<file path="src/hw/rtl/f3v_pkg.sv">
package f3v_pkg;

	localparam int F3V_QUEUE_DEPTH = 2;

	localparam logic [2:0] CFG_X_MIN       = 3'd0;
	localparam logic [2:0] CFG_Y_MIN       = 3'd1;
	localparam logic [2:0] CFG_Z_MIN       = 3'd2;
	localparam logic [2:0] CFG_VOXEL_STEP  = 3'd3;
	localparam logic [2:0] CFG_BAILOUT     = 3'd4;
	localparam logic [2:0] CFG_MAX_ITER    = 3'd5;
	localparam logic [2:0] CFG_FOLD_FIRST  = 3'd6;
	localparam logic [2:0] CFG_FOLD_SECOND = 3'd7;

	localparam logic [30:0] BAILOUT_RESET  = 31'd67108864;
	localparam logic [15:0] MAX_ITER_RESET = 16'd64;

	localparam logic [15:0] CAP_048  = 16'd31457;
	localparam logic [15:0] HALF_016 = 16'd32768;

	typedef struct packed {
		logic [9:0] x_index;
		logic [9:0] y_index;
		logic [9:0] z_index;
	} f3v_in_t;

	typedef struct packed {
		logic [15:0] voxel_value;
		logic        escaped;
		logic [15:0] iteration_count;
	} f3v_out_t;

	typedef struct packed {
		logic signed [31:0] x_min;
		logic signed [31:0] y_min;
		logic signed [31:0] z_min;
		logic [30:0]        voxel_step;
		logic [30:0]        bailout;
		logic [15:0]        max_iter;
		logic [3:0]         fold_first;
		logic [3:0]         fold_second;
	} f3v_cfg_t;

	typedef struct packed {
		logic signed [31:0] cx;
		logic signed [31:0] cy;
		logic signed [31:0] cz;
	} f3v_start_t;

	// {overflow, saturated Q8.24}
	function automatic logic [32:0] sat_q(input logic signed [47:0] v);
		logic [32:0] r;
		if (v > 48'sd2147483647) begin
			r = {1'b1, 32'h7FFF_FFFF};
		end else if (v < -48'sd2147483648) begin
			r = {1'b1, 32'h8000_0000};
		end else begin
			r = {1'b0, v[31:0]};
		end
		return r;
	endfunction

	function automatic logic signed [32:0] abs33(input logic signed [31:0] v);
		logic signed [32:0] e;
		e = {v[31], v};
		return v[31] ? -e : e;
	endfunction

	function automatic logic signed [31:0] start_coord(input logic signed [31:0] lo,
			input logic [9:0] idx, input logic [30:0] step);
		logic [41:0]        prod;
		logic signed [47:0] sum;
		logic [32:0]        s;
		prod = {idx, 1'b1} * step;
		sum  = {{16{lo[31]}}, lo} + $signed({7'd0, prod[41:1]});
		s    = sat_q(sum);
		return s[31:0];
	endfunction

endpackage

</file>
<file path="src/hw/rtl/f3v_front.sv">
module f3v_front import f3v_pkg::*; (
	input  logic       clk,
	input  logic       arst_n,
	input  logic       start,
	input  f3v_in_t    voxel,
	input  f3v_cfg_t   cfg,
	input  logic       q_full,
	output logic       busy,
	output logic       push,
	output f3v_start_t push_data
);

	logic    vld_q;
	f3v_in_t idx_s1;
	logic    accept;

	assign busy   = vld_q & q_full;
	assign push   = vld_q & ~q_full;
	assign accept = start & ~busy;

	always_ff @(posedge clk or negedge arst_n) begin
		if (!arst_n) begin
			vld_q <= 1'b0;
		end else begin
			vld_q <= accept | (vld_q & q_full);
		end
	end

	always_ff @(posedge clk) begin
		if (accept) begin
			idx_s1 <= voxel;
		end
	end

	assign push_data.cx = start_coord(cfg.x_min, idx_s1.x_index, cfg.voxel_step);
	assign push_data.cy = start_coord(cfg.y_min, idx_s1.y_index, cfg.voxel_step);
	assign push_data.cz = start_coord(cfg.z_min, idx_s1.z_index, cfg.voxel_step);

endmodule

</file>
<file path="config.mk">
export PLATFORM = sky130hd
export DESIGN_NAME = f3v_front
export DESIGN_NICKNAME = d
export VERILOG_FILES = /design/src/hw/rtl/f3v_pkg.sv /design/src/hw/rtl/f3v_front.sv
export SDC_FILE = /design/constraint.sdc
export NUM_CORES = 2
export LEC_CHECK = 0
export CAP_MARGIN = 40
export CORE_MARGIN = 4
export CORE_UTILIZATION = 30
export CTS_CLUSTER_DIAMETER = 200
export DETAILED_ROUTE_END_ITERATION = 16
export DONT_BUFFER_PORTS = 1
export GPL_ROUTABILITY_DRIVEN = 0
export HOLD_SLACK_MARGIN = 0.03
export MAX_ROUTING_LAYER = met4
export RECOVER_POWER = 100
export SYNTH_ARGS = -nofsm -noshare
export SYNTH_HDL_FRONTEND = slang
export SYNTH_SLANG_ARGS = --single-unit
</file>
<file path="constraint.sdc">
create_clock -name clk -period 15.41 [get_ports clk]
set_input_delay 1.541 -clock clk [delete_from_list [all_inputs] [get_ports clk]]
set_output_delay 1.541 -clock clk [all_outputs]
set_load 0.01 [all_outputs]
</file>
[Word-level counts from Yosys, hierarchy flattened]
Cells that the tools add are included.
Word-level totals
  register bits: 31
  input bits: 216
  word-level logic and storage cells: 28
  output and inout port bits: 98
Cells by class
  multiply operators: 3
  $add $sub $neg: 3
  bitwise operators: 6
  multiplexer cells: 6
  magnitude comparators: 6
Operators with widths (number)
  two-way mux 32 bit: 6
  adder 32 x 42 -> 43 bit: 3
  greater-than comparator 43 x 32 -> 1 bit, second input constant: 3
  less-than comparator 43 x 32 -> 1 bit, second input constant: 3
  multiplier 11 x 31 -> 42 bit: 3
  AND 1 bit: 3
  inverter 1 bit: 2
  OR 1 bit: 1

[Depth between registers and ports, before layout]
  depth after elaboration: 5
  depth in mapped cells: 39
  mapped depth without buffers: 35

[Least setup slack after synthesis]
No wires, ideal clock.
  kind: input-to-output
  start point: in cfg[63] in the netlist's numbering
  end point: out push_data[20] in the netlist's numbering
  stages on the path: 34
  arrival time: 10090 ps
  path buffers: 2
  slack: 3779 ps
  required time: 13869 ps
  cells stage by stage: clkbuf_1 -> nand2_1 -> fa_1 -> inv_1 -> fa_1 -> fa_1 -> fa_1 -> inv_1 -> fa_1 -> inv_1 -> ha_1 -> a21o_1 -> a211o_1 -> o211ai_1 -> a31oi_1 -> a221o_1 -> a41oi_1 -> nand2b_1 -> a21o_1 -> a21o_1 -> a221o_1 -> xor2_1 -> ha_1 -> or3_1 -> o31ai_1 -> a21oi_1 -> a211oi_1 -> a31oi_2 -> a41oi_1 -> xnor2_1 -> nand3_1 -> o41ai_1 -> clkbuf_1 -> a21o_1
RTL lines
  start, declared: RTL line f3v_front.sv:6  | input f3v_cfg_t cfg,
  end, declared: RTL line f3v_front.sv:10  | output f3v_start_t push_data

==> out/qor.yml <==
drive_above_1_share_pct: 1.59
fmax_mhz: 75.1
antenna_found_initial: 27
tightest_slew_ns: 2.83
design_area_um2: 41700
grt_pass1_wl_mm: 189
relSlewSlack_pct: -88.5
routed_wl_mm: 118
setup_violations: 0
cp.arrival_ns: 11.77
finalCriticalPeriod_ns: 13.32
grt_overflow: 0
drc: 0
violations: "max-capacitance violations, max-slew violations"
reg2reg_slack_ns: 12.17
hp-start: "vld_q$_DFF_PN0_"
dpl_cell_area_um2: 41500
portBuffers: 0
hold_viol_final: 0
die_h_um: 373
yosys.area.top_type_share_pct: 39.3
syn_inst: 4846
yosys_warnings: 0
drt_iter0_markers: 1883
tns_ns: 0
cts_tree: "yes"
finalNetCount: 6019
worst_setup_path_end_kind: "primary output"
clk_pin_slew_ns: 0.08
fp.dieW_um: 373
final_common_cell: "inv_1"
syn_area_um2: 39900
die-area_um2: 139000
cp.required_ns: 13.87
hold_path_class: "reg -> reg"
synth_ff_type: "edfxtp_1"
track_usage_pct: 17.4
hpwl_mm: 90.6
io_pins: 314
fp-row-count: 133
rsz0062_at_grt: "no"
critPathMostFrequentCell: "fa_1"
synth.area.top_cells: "fa_1, ha_1, inv_1"
h-tree-depth: 2
vias: 32239
hold_depth: 2
finalMaxSlewViolations: 31
seq_area_frac_synth_pct: 2.32
grt_max_degree: 34
ant_nets: 0
async_flop_share_pct: 3.23
cts_buffers: 5
r2r_cells: 3
cp-startpoint: "cfg[60]"
synth_largest_area_cell: "fa_1"
clk_latency_ns: 0.34
cts.sinks: 31
cpPeakStageDelay_ns: 0.97
status: "finished, violations left"
grt_pass1_vias: 33788
cts_resized: 0
synth.distinct_cells: 83
drtPass1Iterations: 5
post_drt_wl_per_cell_um: 18.4
area_growth_pct: 4.54
finalCritPeriodShare_pct: 86.4
cts_hold_buffers: 0
synth-edff-count: 30
critPathMaxFanout: 34
crit_type: "in -> out"
layout_common_cells: "inv_1, fa_1, nand2_1, ha_1, and2_1"
holdWs_ns: 0.837
cts_root_buf: "clkbuf_16"
avgSynthCellArea_um2: 8.23
crit_path_start_kind: "primary input"
maxCapViolCount: 1
post_cts_buffers: 0
design.core.area_um2: 132000
cpMaxStageDelayCell: "clkbuf_1"
ys_seq_elements: 31
r2r_start: "vld_q$_DFF_PN0_"
initial_utilization_pct: 30.3
vias_per_cell: 5.01
clockBufferDepth: 2
fin_worst_skew_ns: 0.0291
syn-num-nets: 6214
-- state kept, by name, indices dropped and copies added (netlist names) --
signal / cells
vld_q: 1
idx_s1: 30
-- worst paths after layout --
kind / end
worst max-delay path: push_data[28]
worst min-delay path: vld_q$_DFF_PN0_
worst max register to register: idx_s1[17]$_DFFE_PP_
worst min register to register: vld_q$_DFF_PN0_
max in group asynchronous: vld_q$_DFF_PN0_
min in group asynchronous: vld_q$_DFF_PN0_
-- Yosys cell counts (11+ instances only) --
library cell / number
a21oi_1: 223
a211o_1: 12
o31ai_1: 13
nand2b_1: 23
fa_1: 783
nor2b_1: 38
a211oi_1: 19
a31oi_1: 31
and2_1: 358
o21bai_1: 32
inv_1: 896
edfxtp_1: 30
o21ai_1: 53
xor2_1: 71
nor4_1: 13
ha_1: 369
xnor2_1: 149
o21a_1: 38
nand2_1: 715
and3_1: 21
clkbuf_1: 230
o21ai_0: 107
a21o_1: 165
nand4_1: 39
nand3_1: 50
nor3_1: 50
nor2_1: 137
o211ai_1: 17
or3_1: 11
-- cells by family after synthesis --
group	synth area share [%]
AO/OA/AOI/OAI	13.3
XOR/XNOR	4.83
adder cells (fa/ha/maj)	50.8
buffers and inverters	10.8
flip-flops	2.32
multiplexers	0.129
AND/OR/NAND/NOR	17.8
-- routing by layer --
metal  share of wire [%]  up-vias  GRT usage, %
li1                    -    14874             -
met1                  43    16278          22.4
met2                  47      943          27.9
met3                 7.3      144          3.50
met4                 2.8        0          5.06
met5                   0        -             -
-- final cells by class --
type,count,area (µm²)
antenna,24,60.1
clock buffer,5,125
clock inverter,3,38.8
fill,13997,90100
inverter,896,3360
multi-input combinational,3677,34700
sequential,31,926
tap,1755,2200
timing repair buffer,40,309
-- critical path: cells and delay by family --
kind / cells / cell delay (ns)
fa+ha+maj: 7 / 3.18
xor+xnor: 2 / 0.36
buf+inv: 5 / 1.19
compound gates: 16 / 4.71
simple gates: 4 / 0.74
-- per-stage QoR --
stage                     setup WS [ns]  std cells  util, %
after global placement             2.83       6392     31.5
final                              2.09       6431     31.7
after detailed placement           3.01       6399     31.5
after CTS                          2.97       6407     31.6
after floorplan                    3.78       4846        -
after global routing               1.28       6430     31.7
Power is not shown: default switching activity piles up to over one toggle a cycle in this logic, so the estimate is an artifact.
