--- config.mk ---
export PLATFORM = sky130hd
export DESIGN_NAME = f3v_queue
export DESIGN_NICKNAME = d
export VERILOG_FILES = /design/src/hw/rtl/f3v_pkg.sv /design/src/hw/rtl/f3v_queue.sv
export SDC_FILE = /design/constraint.sdc
export NUM_CORES = 1
export LEC_CHECK = 0
export ABC_AREA = 1
export ABC_CLOCK_PERIOD_IN_PS = 14600
export BUFFER_PORTS_ARGS = -buffer_cell sky130_fd_sc_hd__clkbuf_2
export CORE_MARGIN = 1.5
export CORE_UTILIZATION = 56
export DETAILED_ROUTE_END_ITERATION = 8
export PLACE_DENSITY = 0.85
export SYNTH_ARGS = -nofsm -noshare
export SYNTH_HDL_FRONTEND = slang
export SYNTH_SLANG_ARGS = --single-unit
--- constraint.sdc ---
create_clock -name clk -period 14.6 [get_ports clk]
set_clock_uncertainty 0.2 [all_clocks]
set_input_delay 0.73 -clock clk [delete_from_list [all_inputs] [get_ports clk]]
set_output_delay 0.73 -clock clk [all_outputs]
set_load 0.005 [all_outputs]
--- src/hw/rtl/f3v_pkg.sv ---
package f3v_pkg;

	localparam int F3V_QUEUE_DEPTH = 2;

	localparam logic [2:0] CFG_X_MIN       = 3'd0;
	localparam logic [2:0] CFG_Y_MIN       = 3'd1;
	localparam logic [2:0] CFG_Z_MIN       = 3'd2;
	localparam logic [2:0] CFG_VOXEL_STEP  = 3'd3;
	localparam logic [2:0] CFG_BAILOUT     = 3'd4;
	localparam logic [2:0] CFG_MAX_ITER    = 3'd5;
	localparam logic [2:0] CFG_FOLD_FIRST  = 3'd6;
	localparam logic [2:0] CFG_FOLD_SECOND = 3'd7;

	localparam logic [30:0] BAILOUT_RESET  = 31'd67108864;
	localparam logic [15:0] MAX_ITER_RESET = 16'd64;

	localparam logic [15:0] CAP_048  = 16'd31457;
	localparam logic [15:0] HALF_016 = 16'd32768;

	typedef struct packed {
		logic [9:0] x_index;
		logic [9:0] y_index;
		logic [9:0] z_index;
	} f3v_in_t;

	typedef struct packed {
		logic [15:0] voxel_value;
		logic        escaped;
		logic [15:0] iteration_count;
	} f3v_out_t;

	typedef struct packed {
		logic signed [31:0] x_min;
		logic signed [31:0] y_min;
		logic signed [31:0] z_min;
		logic [30:0]        voxel_step;
		logic [30:0]        bailout;
		logic [15:0]        max_iter;
		logic [3:0]         fold_first;
		logic [3:0]         fold_second;
	} f3v_cfg_t;

	typedef struct packed {
		logic signed [31:0] cx;
		logic signed [31:0] cy;
		logic signed [31:0] cz;
	} f3v_start_t;

	// {overflow, saturated Q8.24}
	function automatic logic [32:0] sat_q(input logic signed [47:0] v);
		logic [32:0] r;
		if (v > 48'sd2147483647) begin
			r = {1'b1, 32'h7FFF_FFFF};
		end else if (v < -48'sd2147483648) begin
			r = {1'b1, 32'h8000_0000};
		end else begin
			r = {1'b0, v[31:0]};
		end
		return r;
	endfunction

	function automatic logic signed [32:0] abs33(input logic signed [31:0] v);
		logic signed [32:0] e;
		e = {v[31], v};
		return v[31] ? -e : e;
	endfunction

	function automatic logic signed [31:0] start_coord(input logic signed [31:0] lo,
			input logic [9:0] idx, input logic [30:0] step);
		logic [41:0]        prod;
		logic signed [47:0] sum;
		logic [32:0]        s;
		prod = {idx, 1'b1} * step;
		sum  = {{16{lo[31]}}, lo} + $signed({7'd0, prod[41:1]});
		s    = sat_q(sum);
		return s[31:0];
	endfunction

endpackage

--- src/hw/rtl/f3v_queue.sv ---
module f3v_queue import f3v_pkg::*; #(
	parameter int DEPTH = F3V_QUEUE_DEPTH
) (
	input  logic       clk,
	input  logic       arst_n,
	input  logic       push,
	input  f3v_start_t push_data,
	output logic       full,
	input  logic       pop,
	output f3v_start_t pop_data,
	output logic       empty
);

	localparam int AW = (DEPTH > 1) ? $clog2(DEPTH) : 1;
	localparam int CW = $clog2(DEPTH + 1);

	f3v_start_t    mem_q [DEPTH];
	logic [AW-1:0] wp_q, rp_q;
	logic [CW-1:0] cnt_q;

	assign full     = (cnt_q == CW'(DEPTH));
	assign empty    = (cnt_q == '0);
	assign pop_data = mem_q[rp_q];

	always_ff @(posedge clk or negedge arst_n) begin
		if (!arst_n) begin
			wp_q  <= '0;
			rp_q  <= '0;
			cnt_q <= '0;
		end else begin
			if (push) begin
				wp_q <= (wp_q == AW'(DEPTH - 1)) ? '0 : wp_q + 1'b1;
			end
			if (pop) begin
				rp_q <= (rp_q == AW'(DEPTH - 1)) ? '0 : rp_q + 1'b1;
			end
			if (push && !pop) begin
				cnt_q <= cnt_q + 1'b1;
			end else if (pop && !push) begin
				cnt_q <= cnt_q - 1'b1;
			end
		end
	end

	always_ff @(posedge clk) begin
		if (push) begin
			mem_q[wp_q] <= push_data;
		end
	end

endmodule

---- After elaboration in Yosys (flattened, before gate mapping) ----
Memories as Yosys holds them, arrays and structs flattened.
Index checks and enable logic that the tools add are counted.
cells by class
  add/subtract/negate cells ............... 4
  equal/unequal tests ..................... 1
  mux-type cells .......................... 6
  reduce and logical (&&, ||, !) cells .... 6
operators by type and width
  cell                   number
  $mux W1                4
  $mux W2                2
  $add A1 B1 Y1 const B  2
  $add A2 B1 Y2 const B  1
  $eq A2 B2 Y1 const B   1
  $logic_and A1 B1 Y1    2
  $logic_not A1 Y1       2
  $logic_not A2 Y1       1
  $reduce_bool A2 Y1     1
  $sub A2 B1 Y2 const B  1
word-level totals
  flip-flop bits (word level) ............. 4
  memory bits (writable) .................. 192
  bits of input ports ..................... 100
  output and inout bits ................... 98
  word-level logic and storage cells ...... 21
  memories ................................ 1
memory list
  memory  words  width  rd ports  clocked after Yosys merged registers in  wr ports  RTL line         source
  mem_q   2      96     1         0                                        1         f3v_queue.sv:17  f3v_start_t mem_q [DEPTH];

---- Logic depth before layout (Yosys ltp) ----
Gate-level depths: netlist of the first run.
  depth in word-level cells ............... 4
  gate-level depth with buffers ........... 7
  mapped depth without buffers ............ 7

---- Least setup slack after synthesis of the first run ----
No wires, ideal clock.
  path kind ............................... input to register
  start point ............................. input port push
  end point ............................... memory mem_q[0][0] (netlist name), enable pin
  library setup time ...................... 0.554 ns
  data arrival time ....................... 4.789 ns
  required time ........................... 13.846 ns
  setup slack ............................. 9.057 ns
  stages on the path ...................... 2
  buffers on the path ..................... 0
  cells stage by stage .................... inv_1 nor2_1
on the way
  longest elaborated chain between the ends .. 2
ends and longest elaborated chain
  element                        RTL line         source
  start: declaration             f3v_queue.sv:6   input logic push,
  $mux W1                        f3v_queue.sv:46  if (push) begin
  $mux W1 (implied by the code)  f3v_queue.sv:47  mem_q[wp_q] <= push_data;
  end: declaration               f3v_queue.sv:17
Every way passes these cells.

==> results.md, run 1 <==
Detailed routing:
- The average wire per standard cell is 17.7 µm.
- The total number of vias is 3664.
- The routed design has 12.7 mm of wire.
- For this block, the initial DRC count from the detailed router was 258.
- The detailed-route DRC error count is 0.
- The number of detailed-routing iterations run before antenna repair is 4.
- In the routed layout, each cell is associated on average with a via count of 5.10.
- In this run the remaining antenna-violating nets after routing total 0.

Setup path:
- The worst setup path is launched from a flop.
- The slowest stage of the critical path is the dfrtp_4 cell.
- The signal on the critical path passes through buf_4 > mux2_2 > clkbuf_2.
- The worst setup path is captured at an output port.
- Along the worst path, the maximum fanout reaches 53.
- For the worst setup path, the data required time is 13.67 ns.
- The start-to-end type of the worst setup path is reg -> out.
- On the worst path, the slowest cell contributes a delay of 0.91 ns.
- The signal arrival time at the worst endpoint is 2.59 ns.
- The setup slack of the worst register-to-register path is 11.94 ns.

Pwr:
- For this design the static power due to leakage is 3.55 nW.
- Across the VDD grid, the largest voltage drop is 161 µV.
- The power density over cell area is 189 nW/µm².
- Summed over all nets, the switching power comes to 0.441 mW.
- The sequential power share is 47.3%.
- The clock network is responsible for 27.8% of the overall power.
- The internal power component is 1.27 mW.
- The combinational group share of total power is 24.9%.
- Net switching is 25.8% of the power.

Yosys:
- The synthesis warning total is 0.
- The net count after synthesis is 425.
- The sequential-to-total area share from yosys stat is 80.9%.
- The commonest cells after synthesis are edfxtp_1 (192), mux2_2 (66), mux2_4 (30), inv_1 (7), buf_2 (6).
- After synthesis, the netlist uses 14 different library cells.
- The share of synthesized flip-flops with an asynchronous set or reset is 2.04%.
- The post-synthesis instance area is 7250 µm².
- Of the post-synthesis cell area, the dominant cell type holds 79.5%.
- The synthesized design contains 192 enable-type register cells.
- The leading register cell type out of synthesis is edfxtp_1.
- Ranked by total cell area, the synthesized netlist is headed by edfxtp_1 (80%), mux2_2 (10%), mux2_4 (6.2%).
- The instance count of the mapped netlist is 324.
- The synthesized design contains 196 register bits.
- The biggest area consumer among synthesized cells is edfxtp_1.
- The most common cell in the synthesized netlist is edfxtp_1.
- A synthesized cell averages 22.4 µm².

Floorplan:
- The count of standard-cell rows is 41.
- During I/O placement, the number of pins put on the boundary was 198.
- The initial standard-cell utilization of the core is 57.5%.
- The floorplan core area is 12600 µm².
- The die covers 13600 µm².
- The die extent in y is 117 µm.
- The chip width is 117 µm.

Finish:
- The number of filler instances in the final layout is 797.
- The count of antenna diodes in the layout is 0.
- Of the cells placed in the final design, the portion with a size suffix greater than 1 is 59.9%.
- The final layout net count is 634.
- Summing all non-filler instances in the final layout gives an area of 9030 µm².
- The area growth from synthesis to final layout is 24.5%.

Timing:
- The accumulated negative setup slack is 0 ns.
- For this run, the top clock speed supported by timing is 284 MHz.
- Setup violations remaining at the end of the flow were counted as 0.
- Setup repair after global routing left no endpoint under its margin.
- The final period demand of the worst path is 3.52 ns.
- The number of max-slew violations in the final report is 0.
- The number of hold-slack violations in the final timing report came to 0.
- Measured against its own limit, the worst slew margin works out to 32.0%.
- Dividing the final minimum period by the clock period gives 24.1%.
- For the pin with the worst max-slew slack, the measured transition is 1.02 ns.

GRT:
- After global routing the overflow that remains totals 0.
- The number of antenna violations at the first check in global routing is 0.
- The overall fraction of global-route tracks in use is 18.9%.
- The number of global-route vias before repair is 3746.
- The global-route wire length before repair is 18.7 mm.
- The largest net degree at the start of global routing is 62.

Clock tree:
- In this run the number of H-tree levels came out at 4.
- The clock net sink count is 196.
- The clock transition time at the flip-flop clock pins of the worst setup and hold paths is 0.07 ns.
- TritonCTS built the clock tree.
- Counting along the longest clock path gives a buffer depth of 2.
- The clock reaches the later pin of the worst-skew pair after 0.42 ns.
- The cell sitting at the root of the clock tree is a clkbuf_16.
- The buffers inserted during post-CTS setup optimization is 0.
- In this run, CTS created clock tree buffers numbering 17.

Place:
- The final weighted congestion in routability-driven placement is 0.749.
- The count of buffers added on input and output ports is 197.
- The placed instances occupy a cell area of 8400 µm².
- The HPWL after detailed placement is 8.31 mm.

Worst hold path:
- The worst min-delay path class is in -> reg.

Outcome:
- The run finished with clean final reports.

Run:
- Max-cap violations in this run came to 0.
-- logic make-up after synthesis --
kind of cell / share of synthesized area (%)
fa+ha+maj: 0.173
flops: 80.9
mux: 16.5
xor+xnor: 0.362
simple gates: 0.569
buf+inv: 1.55
-- power groups by stage --
stage	registers [mW]	logic, mW	clock network [mW]
2_1_floorplan	0.789	0.298	0
3_5_place_dp	0.820	0.429	0
3_3_place_gp	0.811	0.421	0
6_report	0.807	0.425	0.475
5_1_grt	0.819	0.465	0.505
4_1_cts	0.810	0.432	0.482
-- worst max-delay path: cells and delay by family, from the launching register on --
kind | cells | cell delay, ns
flops | 1 | 0.91
buf+inv | 2 | 0.78
mux | 1 | 0.41
-- final cells by class --
class	count	area, µm²	area share (%)
multi-input cells	110	1280	14.2
inverters	7	28.8	0.319
clock buffers	18	429	4.75
clock inverters	14	186	2.06
flip-flops and latches	196	5870	65.0
well taps	172	215	2.38
repair buffers	201	1020	11.3
-- layout by cell type (no fill, tap or decap), types with 2 or more instances in the layout --
| cell type | count |
|---|---|
| clkbuf_2 | 197 |
| edfxtp_1 | 192 |
| mux2_2 | 66 |
| mux2_4 | 30 |
| clkbuf_16 | 17 |
| inv_1 | 6 |
| nand2_1 | 5 |
| clkinvlp_4 | 5 |
| bufinv_16 | 4 |
| clkinv_1 | 3 |
| dfrtp_1 | 3 |
| buf_4 | 3 |
| nor2_1 | 2 |
| xor2_1 | 2 |
| clkinv_4 | 2 |
-- path summary, 6_finish.rpt --
path / endpoint / depth (start not counted) / start
max: pop_data[76] / 3 / rp_q
min: mem_q[0][95] / 1 / push_data[95]
max reg2reg: mem_q[0][17] / 2 / wp_q
min reg2reg: cnt_q[1] / 2 / cnt_q[1]
max in group asynchronous: rp_q / 2 / arst_n
min in group asynchronous: wp_q / 2 / arst_n
-- flip-flops by register name, indices dropped and copies added, names as in the netlist --
signal / count
cnt_q: 2
mem_q: 192
rp_q: 1
wp_q: 1
-- layer usage --
layer	global-route usage (%)	up-vias	share of wire, %
met2	31.3	162	50
li1	-	1692	-
met4	7.63	0	1.7
met3	5.92	16	7.0
met1	23.6	1794	41
met5	0	-	0
-- per-stage QoR --
step                      power (mW)  hold slack [ns]  utilization, %  setup slack, ns  instances
final                           1.71            0.299            71.5            11.08        718
after global routing            1.79            0.284            71.5            10.93        718
after CTS                       1.72            0.280            71.5            11.03        718
after detailed placement        1.25            0.317            66.6            11.43        685
after global placement          1.23            0.281            66.6            11.51        685
after floorplan                 1.09            0.234               -             9.06        324
-- what timing repair did --
item	CTS	global route
hold buffers	1	0
gates resized for setup	0	0
endpoints found under the hold margin	4	0
Power figures use the tool's default switching activity.
==> run 2, diff against run 1 <==
--- a/config.mk
+++ b/config.mk
@@ -6,12 +6,12 @@
 export NUM_CORES = 1
 export LEC_CHECK = 0
 export ABC_AREA = 1
-export ABC_CLOCK_PERIOD_IN_PS = 14600
+export ABC_CLOCK_PERIOD_IN_PS = 3400
 export BUFFER_PORTS_ARGS = -buffer_cell sky130_fd_sc_hd__clkbuf_2
 export CORE_MARGIN = 1.5
-export CORE_UTILIZATION = 56
+export CORE_UTILIZATION = 52
 export DETAILED_ROUTE_END_ITERATION = 8
-export PLACE_DENSITY = 0.85
+export PLACE_DENSITY = 0.79
 export SYNTH_ARGS = -nofsm -noshare
 export SYNTH_HDL_FRONTEND = slang
 export SYNTH_SLANG_ARGS = --single-unit
==> constraint.sdc (replaced) <==
create_clock -name clk -period 3.4 [get_ports clk]
set_clock_uncertainty 0.2 [all_clocks]
set_input_delay 0.17 -clock clk [delete_from_list [all_inputs] [get_ports clk]]
set_output_delay 0.17 -clock clk [all_outputs]
set_load 0.005 [all_outputs]
==> results.md, run 2 (synthesis gave the netlist of run 1 again) <==
Outcome:
- The flow ran to the end, and the final reports show no timing, DRC or antenna violations.

Finish:
- The final layout net count is 735.
- In the layout the commonest cells are clkbuf_2 (197), edfxtp_1 (192), dlygate4sd3_1 (100).
- The fraction of layout instances using a drive strength above 1 is 50.7%.
- The utilization of the core after routing is 74.6%.
- The register area is 5870 µm².
- The area growth from synthesis to final layout is 37.9%.
- The register with the most flip-flops in the final layout is mem_q.
- Leaving out fill and tap cells, the most frequent cell in the layout is clkbuf_2.
- The largest registers in the layout are mem_q (192), cnt_q (2).
- The register with the most flip-flops in the layout has 192 of them.
- The area of the multi-input gates is 1280 µm².
- After routing the design area is 10000 µm².
- The count of antenna diodes in the layout is 0.
- The number of filler instances in the final layout is 780.

GRT:
- Entering global routing, the biggest net connects 52 pins.
- The number of global-route vias before repair is 4409.
- The number of antenna violations at the first check in global routing came to 0.
- The total overflow left after global routing is 0.
- The first global-routing pass estimated 21.7 mm of wire.
- Global routing consumed, over all layers together, 20.3% of the routing resources.

Pwr:
- IR analysis of the VDD net gives a maximum drop of 527 µV.
- Per report_power, the clock group accounts for 25.7% of the total.
- Cell internal power was estimated by the tool at 5.39 mW.
- Combinational logic burns 28.3% of the power.
- The net switching share of the total power is 26.5%.
- Power spread over the standard cell area amounts to 733 nW/µm².
- The sequential power share is 46.0%.
- The analysis attributes to net switching a power of 1.95 mW.
- For this design the static power due to leakage is 3.97 nW.

Timing:
- The clock period could shrink to 2.40 ns.
- At the pin with the least slew margin, the transition time is 0.667 ns.
- Of the available clock period, the critical path in the final layout requires 70.5%.
- Headroom to the max-slew limit came out at 55.5%.
- The maximum frequency from static timing analysis is 417 MHz.
- Setup repair after global routing left no endpoint under its margin.
- The number of max-slew violations in the final report is 0.
- The number of endpoints failing setup at the final stage is 0.
- The accumulated negative setup slack is 0 ns.
- The number of hold-slack violations in the final timing report came to 0.

Run:
- The max-capacitance violation count is 0.

Floorplan:
- The die covers 14700 µm².
- The total I/O pin count is 198.
- The die is 121 µm wide.
- In this run the standard cell core region covers 13400 µm².
- Measured along the y axis, the die boundary spans 121 µm.
- The count of standard-cell rows is 42.
- The initial utilization of the core area, before any placement, comes to 54.1%.

Place:
- The number of input and output port buffers inserted is 197.
- The final HPWL from detailed placement is 8.27 mm.
- Routability-driven placement finished with a final weighted congestion of 0.718.
- Once placement finished, the instance area stood at 8450 µm².

Clock tree:
- The insertion delay to the later sink of the worst-skew pair is 0.43 ns.
- The buffers inserted during post-CTS setup optimization is 0.
- Counting the buffers created by CTS gives 17.
- The H-tree depth is 4.
- The clock transition time at the flip-flop clock pins of the worst setup and hold paths is 0.06 ns.
- The clock passes through at most 2 buffers.
- The clock net in this run drives a total of 196 sinks.
- The number of cells upsized or downsized after cts is 0.
- The CTS tree is done.
- The tree is rooted in a clkbuf_16.

Setup path:
- The origin of the worst setup path is rp_q.
- In this run the critical register-to-register path is launched from wp_q.
- The worst setup path is launched from a flop.
- The nature of the critical path endpoint is an output port.
- The start-to-end type of the worst setup path is reg -> out.
- Of all nets on the critical path, the largest fanout is 35.
- The signal arrival time at the worst endpoint is 2.03 ns.
- Data on the critical path is required at its endpoint by 3.03 ns.

Detailed routing:
- The number of design-rule violations left by the first detailed-router iteration is 276.
- The detail route stage leaves a number of antenna-violating nets equal to 0.
- Using the TritonRoute via totals, the vias-per-cell ratio works out to 4.99.
- The highest layer touched by signal routing is met4.
- The routed metal-1 wire length is 5.54 mm.
- Before antenna repair, the detailed router went through 4 iterations.
- The routed design uses 7.63 mm of met2 wire.
- The detailed-route DRC error count is 0.
- The met3 wirelength from detailed routing is 1.04 mm.
- In the final routed layout, each cell accounts on average for 17.6 µm.
- The total number of vias is 4105.
- The routed design has 14.5 mm of wire.

Worst hold path:
- In this run the most critical hold path is launched from push_data[15].
- The worst min-delay path class is in -> reg.
## run 2: changes by cell type in the layout (fill, tap and decap cells not counted), sizes merged
cell / delta
clkbuf: +3
bufinv: -2
clkinv: +2
dlygate4sd3: +99
buf: +2
inv: +1
clkinvlp: -4
## run 2: path summary, 6_finish.rpt
kind	end	slack [ns]	depth (start not counted)
setup / recovery	pop_data[81]	1.00	3
hold / removal	mem_q[1][15]	0.27	2
setup reg to reg	mem_q[1][39]	1.43	3
hold reg to reg	cnt_q[1]	0.33	2
max in group asynchronous	rp_q	2.32	3
min in group asynchronous	wp_q	0.46	3
## run 2: area by class of cell
cell class | instances | share of cell area (%)
timing repair buffer | 302 | 20.5
clock buffer | 21 | 4.40
multi-input combinational | 110 | 12.8
inverter | 7 | 0.288
sequential | 196 | 58.7
clock inverter | 11 | 1.10
tap | 176 | 2.20
## run 2: routing by layer
layer	track usage, %	vias to the layer above
met5	0	-
met4	8.90	0
met3	6.48	24
met2	36.4	180
met1	21.8	2012
li1	-	1889
## run 2: power groups by stage
stage / registers, mW / clock network, mW / logic [mW]
after floorplan: 3.36 / 0 / 1.28
after global routing: 3.41 / 2.00 / 2.25
after detailed placement: 3.42 / 0 / 1.99
after CTS: 3.37 / 1.92 / 2.09
final: 3.37 / 1.88 / 2.08
after global placement: 3.39 / 0 / 1.96
## run 2: critical path, stage by stage, from the launching register on
cell and delay, ns:
dfrtp_4 0.57, buf_4 0.47, mux2_2 0.40, clkbuf_2 0.13
## run 2: repair_timing
action                                  4_1_cts  5_1_grt
endpoints found under the setup margin        0        0
endpoints found under the hold margin       199        0
hold buffers                                100        0
## run 2: stage by stage
stage | instances | setup slack, ns | hold WS [ns] | total power, mW
finish | 823 | 1.00 | 0.265 | 7.33
global route | 823 | 0.930 | 0.255 | 7.66
CTS | 823 | 0.985 | 0.252 | 7.38
detailed placement | 691 | 1.42 | -0.215 | 5.41
global placement | 691 | 1.47 | -0.221 | 5.35
floorplan | 324 | 0.421 | -0.326 | 4.65
==> run 3, diff against run 2 <==
==> config.mk (replaced) <==
export PLATFORM = sky130hd
export DESIGN_NAME = f3v_queue
export DESIGN_NICKNAME = d
export VERILOG_FILES = /design/src/hw/rtl/f3v_pkg.sv /design/src/hw/rtl/f3v_queue.sv
export SDC_FILE = /design/constraint.sdc
export NUM_CORES = 1
export LEC_CHECK = 0
export ABC_AREA = 0
export ABC_CLOCK_PERIOD_IN_PS = 2100
export BUFFER_PORTS_ARGS = -buffer_cell sky130_fd_sc_hd__clkbuf_2
export CORE_MARGIN = 1.5
export CORE_UTILIZATION = 47
export DETAILED_ROUTE_END_ITERATION = 8
export PLACE_DENSITY = 0.76
export SYNTH_ARGS = -nofsm -noshare
export SYNTH_HDL_FRONTEND = slang
export SYNTH_SLANG_ARGS = --single-unit
==> constraint.sdc (replaced) <==
create_clock -name clk -period 2.1 [get_ports clk]
set_clock_uncertainty 0.2 [all_clocks]
set_input_delay 0.105 -clock clk [delete_from_list [all_inputs] [get_ports clk]]
set_output_delay 0.105 -clock clk [all_outputs]
set_load 0.005 [all_outputs]
==> results.md, run 3 <==
Detailed routing:
- In the final routed layout, each cell accounts on average for 17.5 µm.
- The total wire length is 14.5 mm.
- The total number of vias is 4046.
- In this run the remaining antenna-violating nets after routing total 0.
- In the routed design, unresolved DRC markers number 0.
- The first TritonRoute pass finished after 4 iterations.
- After the first detailed-routing iteration, the DRC count stood at 213.
- The vias per cell is 4.89.

Finish:
- The final layout net count is 728.
- The register with the most flip-flops in the final layout is mem_q.
- Summing all multi-input logic gate instances after layout gives 1290 µm².
- The area growth from synthesis to final layout is 39.3%.
- The top cell types in the final layout, fill and taps aside, are clkbuf_2 (197), edfxtp_1 (192), dlygate4sd3_1 (100).
- The fraction of layout instances using a drive strength above 1 is 51.8%.
- The number of flip-flops under the largest register name is 192.
- The number of filler instances in the final layout is 1016.
- Summing all flip-flop and latch instances after layout gives 5870 µm².
- The final standard cell area without fillers is 10100 µm².
- Leaving out fill and tap cells, the most frequent cell in the layout is clkbuf_2.
- The number of antenna diodes in the final layout is 0.
- In the final layout, the registers with the most flip-flops are mem_q (192), cnt_q (2).

Yosys:
- The area share of the largest cell type after synthesis is 79.7%.
- The average instance in the mapped netlist occupies 23.0 µm².
- Yosys attributes the largest share of cell area to edfxtp_1 (80%), mux2_2 (10%), mux2_4 (6.2%).
- After synthesis, the netlist uses 13 different library cells.
- Summing the sequential cell areas from Yosys gives 81.1% of the chip area.
- Counting every net in the synthesized netlist gives 416.
- Counting instances in the post-synthesis netlist gives the leading cell types as edfxtp_1 (192), mux2_2 (66), mux2_4 (30), buf_2 (6), buf_6 (5).
- Yosys printed 0 warnings.
- The leading register cell type out of synthesis is edfxtp_1.
- The number of enable flip-flop cells after synthesis is 192.
- The post-synthesis instance area is 7230 µm².
- After synthesis, the share of flip-flops with an asynchronous set or reset is 2.04%.
- In the post-synthesis netlist, the cell with the most instances is edfxtp_1.
- The biggest area consumer among synthesized cells is edfxtp_1.
- After synthesis the netlist holds a flip-flop and latch count of 196.
- The instance count of the mapped netlist is 315.

Worst hold path:
- Counting instances, the worst hold path has a depth of 2.
- The worst hold path belongs to the class in -> reg.

Timing:
- At the pin with the least slew margin, the transition time is 0.554 ns.
- Dividing the final minimum period by the clock period gives 94.4%.
- The maximum frequency from static timing analysis is 505 MHz.
- In the post-route analysis, the smallest setup slack over all paths is 0.118 ns.
- In this run the tightest slew margin relative to its limit is 63.1%.
- The number of max-slew violations in the final report came to 0.
- The number of endpoints failing setup at the final stage is 0.
- The final period demand of the worst path is 1.98 ns.
- The number of hold-slack violations in the final timing report is 0.
- Setup repair after global routing left no endpoint under its margin.

GRT:
- The number of antenna violations at the first check in global routing was 0.
- The largest net degree at the start of global routing is 97.
- Global routing consumed, over all layers together, 18.4% of the routing resources.
- The sum of overflow across all layers after global routing is 0.
- The number of global-route vias before repair is 4437.
- The global-route wire length before repair is 22.1 mm.

Place:
- Once placement finished, the instance area stood at 8500 µm².
- After legalization and detailed placement, the total HPWL measured 8.22 mm.
- The number of input and output port buffers inserted is 197.
- Before CTS, the worst setup slack after placement is 0.459 ns.
- The congestion estimate from routability-driven global placement came to 0.719.

Floorplan:
- The area enclosed by the die boundary is 16100 µm².
- Measured along the y axis, the die boundary spans 127 µm.
- The initialized floorplan defines 45 standard-cell rows.
- The initial standard-cell utilization of the core is 47.9%.
- The floorplan core area is 15100 µm².
- 198 I/O pins were placed.
- Measured along the x axis, the die boundary spans 127 µm.

Clock tree:
- Buffers inserted during clock tree synthesis total 17.
- The clock root buffer is clkbuf_16.
- The H-tree was split into 4 levels.
- TritonCTS built the clock tree.
- The clock net sink count is 196.
- The longest clock path from root to sink contains 2 buffers.
- Once the clock tree was built, the setup fixing pass inserted 0 buffers.
- Clock latency on the worst-skew pair, taken at its later pin, is 0.42 ns.
- Clock-pin slew was measured on the worst setup and hold paths at 0.07 ns.

Pwr:
- For this design the ratio of total power to cell area is 1190 nW/µm².
- The worst-case IR drop observed on VDD is 846 µV.
- The leakage power summed over all cells is 3.96 nW.

Run:
- The max-capacitance violation count is 0.

Setup path:
- The start-to-end type of the worst setup path is reg -> out.
- Across all register-to-register paths, the minimum setup slack is 0.45 ns.
- STA classifies the critical path startpoint as a flop.
- STA puts the critical path data arrival time at 1.68 ns.
- The worst path required time is 1.79 ns.
- The number of cell instances on the worst register-to-register path is 2.
- The nature of the critical path endpoint is an output port.
- In this run the worst path has a maximum fanout of 31.

Outcome:
- The run finished with clean final reports.
## run 3: changes by cell type after synthesis, sizes merged
cell   previous run  this run
inv               7         1
nand2             5         0
nor2b             0         2
xor2              2         4
and2              0         1
nand3             1         0
nand4             1         0
nor2              3         2
## run 3: through the flow
stage                     instances  hold slack (ns)  power, mW  utilization, %  TNS (ns)
after floorplan                 315           -0.391       7.50               -    -51.43
after global placement          695           -0.285       8.76            56.3         0
after detailed placement        695           -0.280       8.85            56.3         0
after CTS                       826            0.191       12.0            66.5         0
after global routing            827            0.196       12.5            66.7         0
final                           827            0.214       12.0            66.7         0
## run 3: area by class of cell
class	instances	area share (%)
tap	188	2.34
multi-input combinational	107	12.8
sequential	196	58.3
timing repair buffer	304	21.2
clock inverter	12	1.04
clock buffer	19	4.30
inverter	1	0.0373
## run 3: logic make-up (layout without fill, tap and decap cells)
group	after synthesis	in the layout	synth area share [%]
flops	196	196	81.1
mux	96	96	16.5
buf+inv	12	336	1.25
xor+xnor	5	5	0.606
simple gates	5	5	0.363
fa+ha+maj	1	1	0.173
## run 3: repair_timing
action	4_1_cts	5_1_grt
resized for setup	0	1
endpoints found under the hold margin	199	0
endpoints found under the setup margin	0	25
hold buffers	100	0
## run 3: final timing paths
path	startpoint	to
max	rp_q	pop_data[75]
min	push_data[46]	mem_q[1][46]
max reg2reg	wp_q	mem_q[1][41]
min reg2reg	cnt_q[1]	cnt_q[1]
max in group asynchronous	arst_n	rp_q
min in group asynchronous	arst_n	wp_q
## run 3: power by group
part | switching [mW] | internal (mW)
registers | 0.219 | 5.19
logic | 1.67 | 1.93
clock network | 1.35 | 1.63
## run 3: critical path, cell delays in order, from the launching register on
cell      delay, ns
dfrtp_4        0.47
buf_12         0.26
mux2_2         0.38
clkbuf_2       0.13
## run 3: per-layer routing
| layer | global-route usage (%) | routed length [µm] | up-vias |
|---|---|---|---|
| met5 | 0 | 0 | - |
| met4 | 8.42 | 361 | 0 |
| met3 | 5.44 | 833 | 32 |
| met2 | 32.1 | 7500 | 169 |
| met1 | 20.9 | 5800 | 1973 |
| li1 | - | - | 1872 |
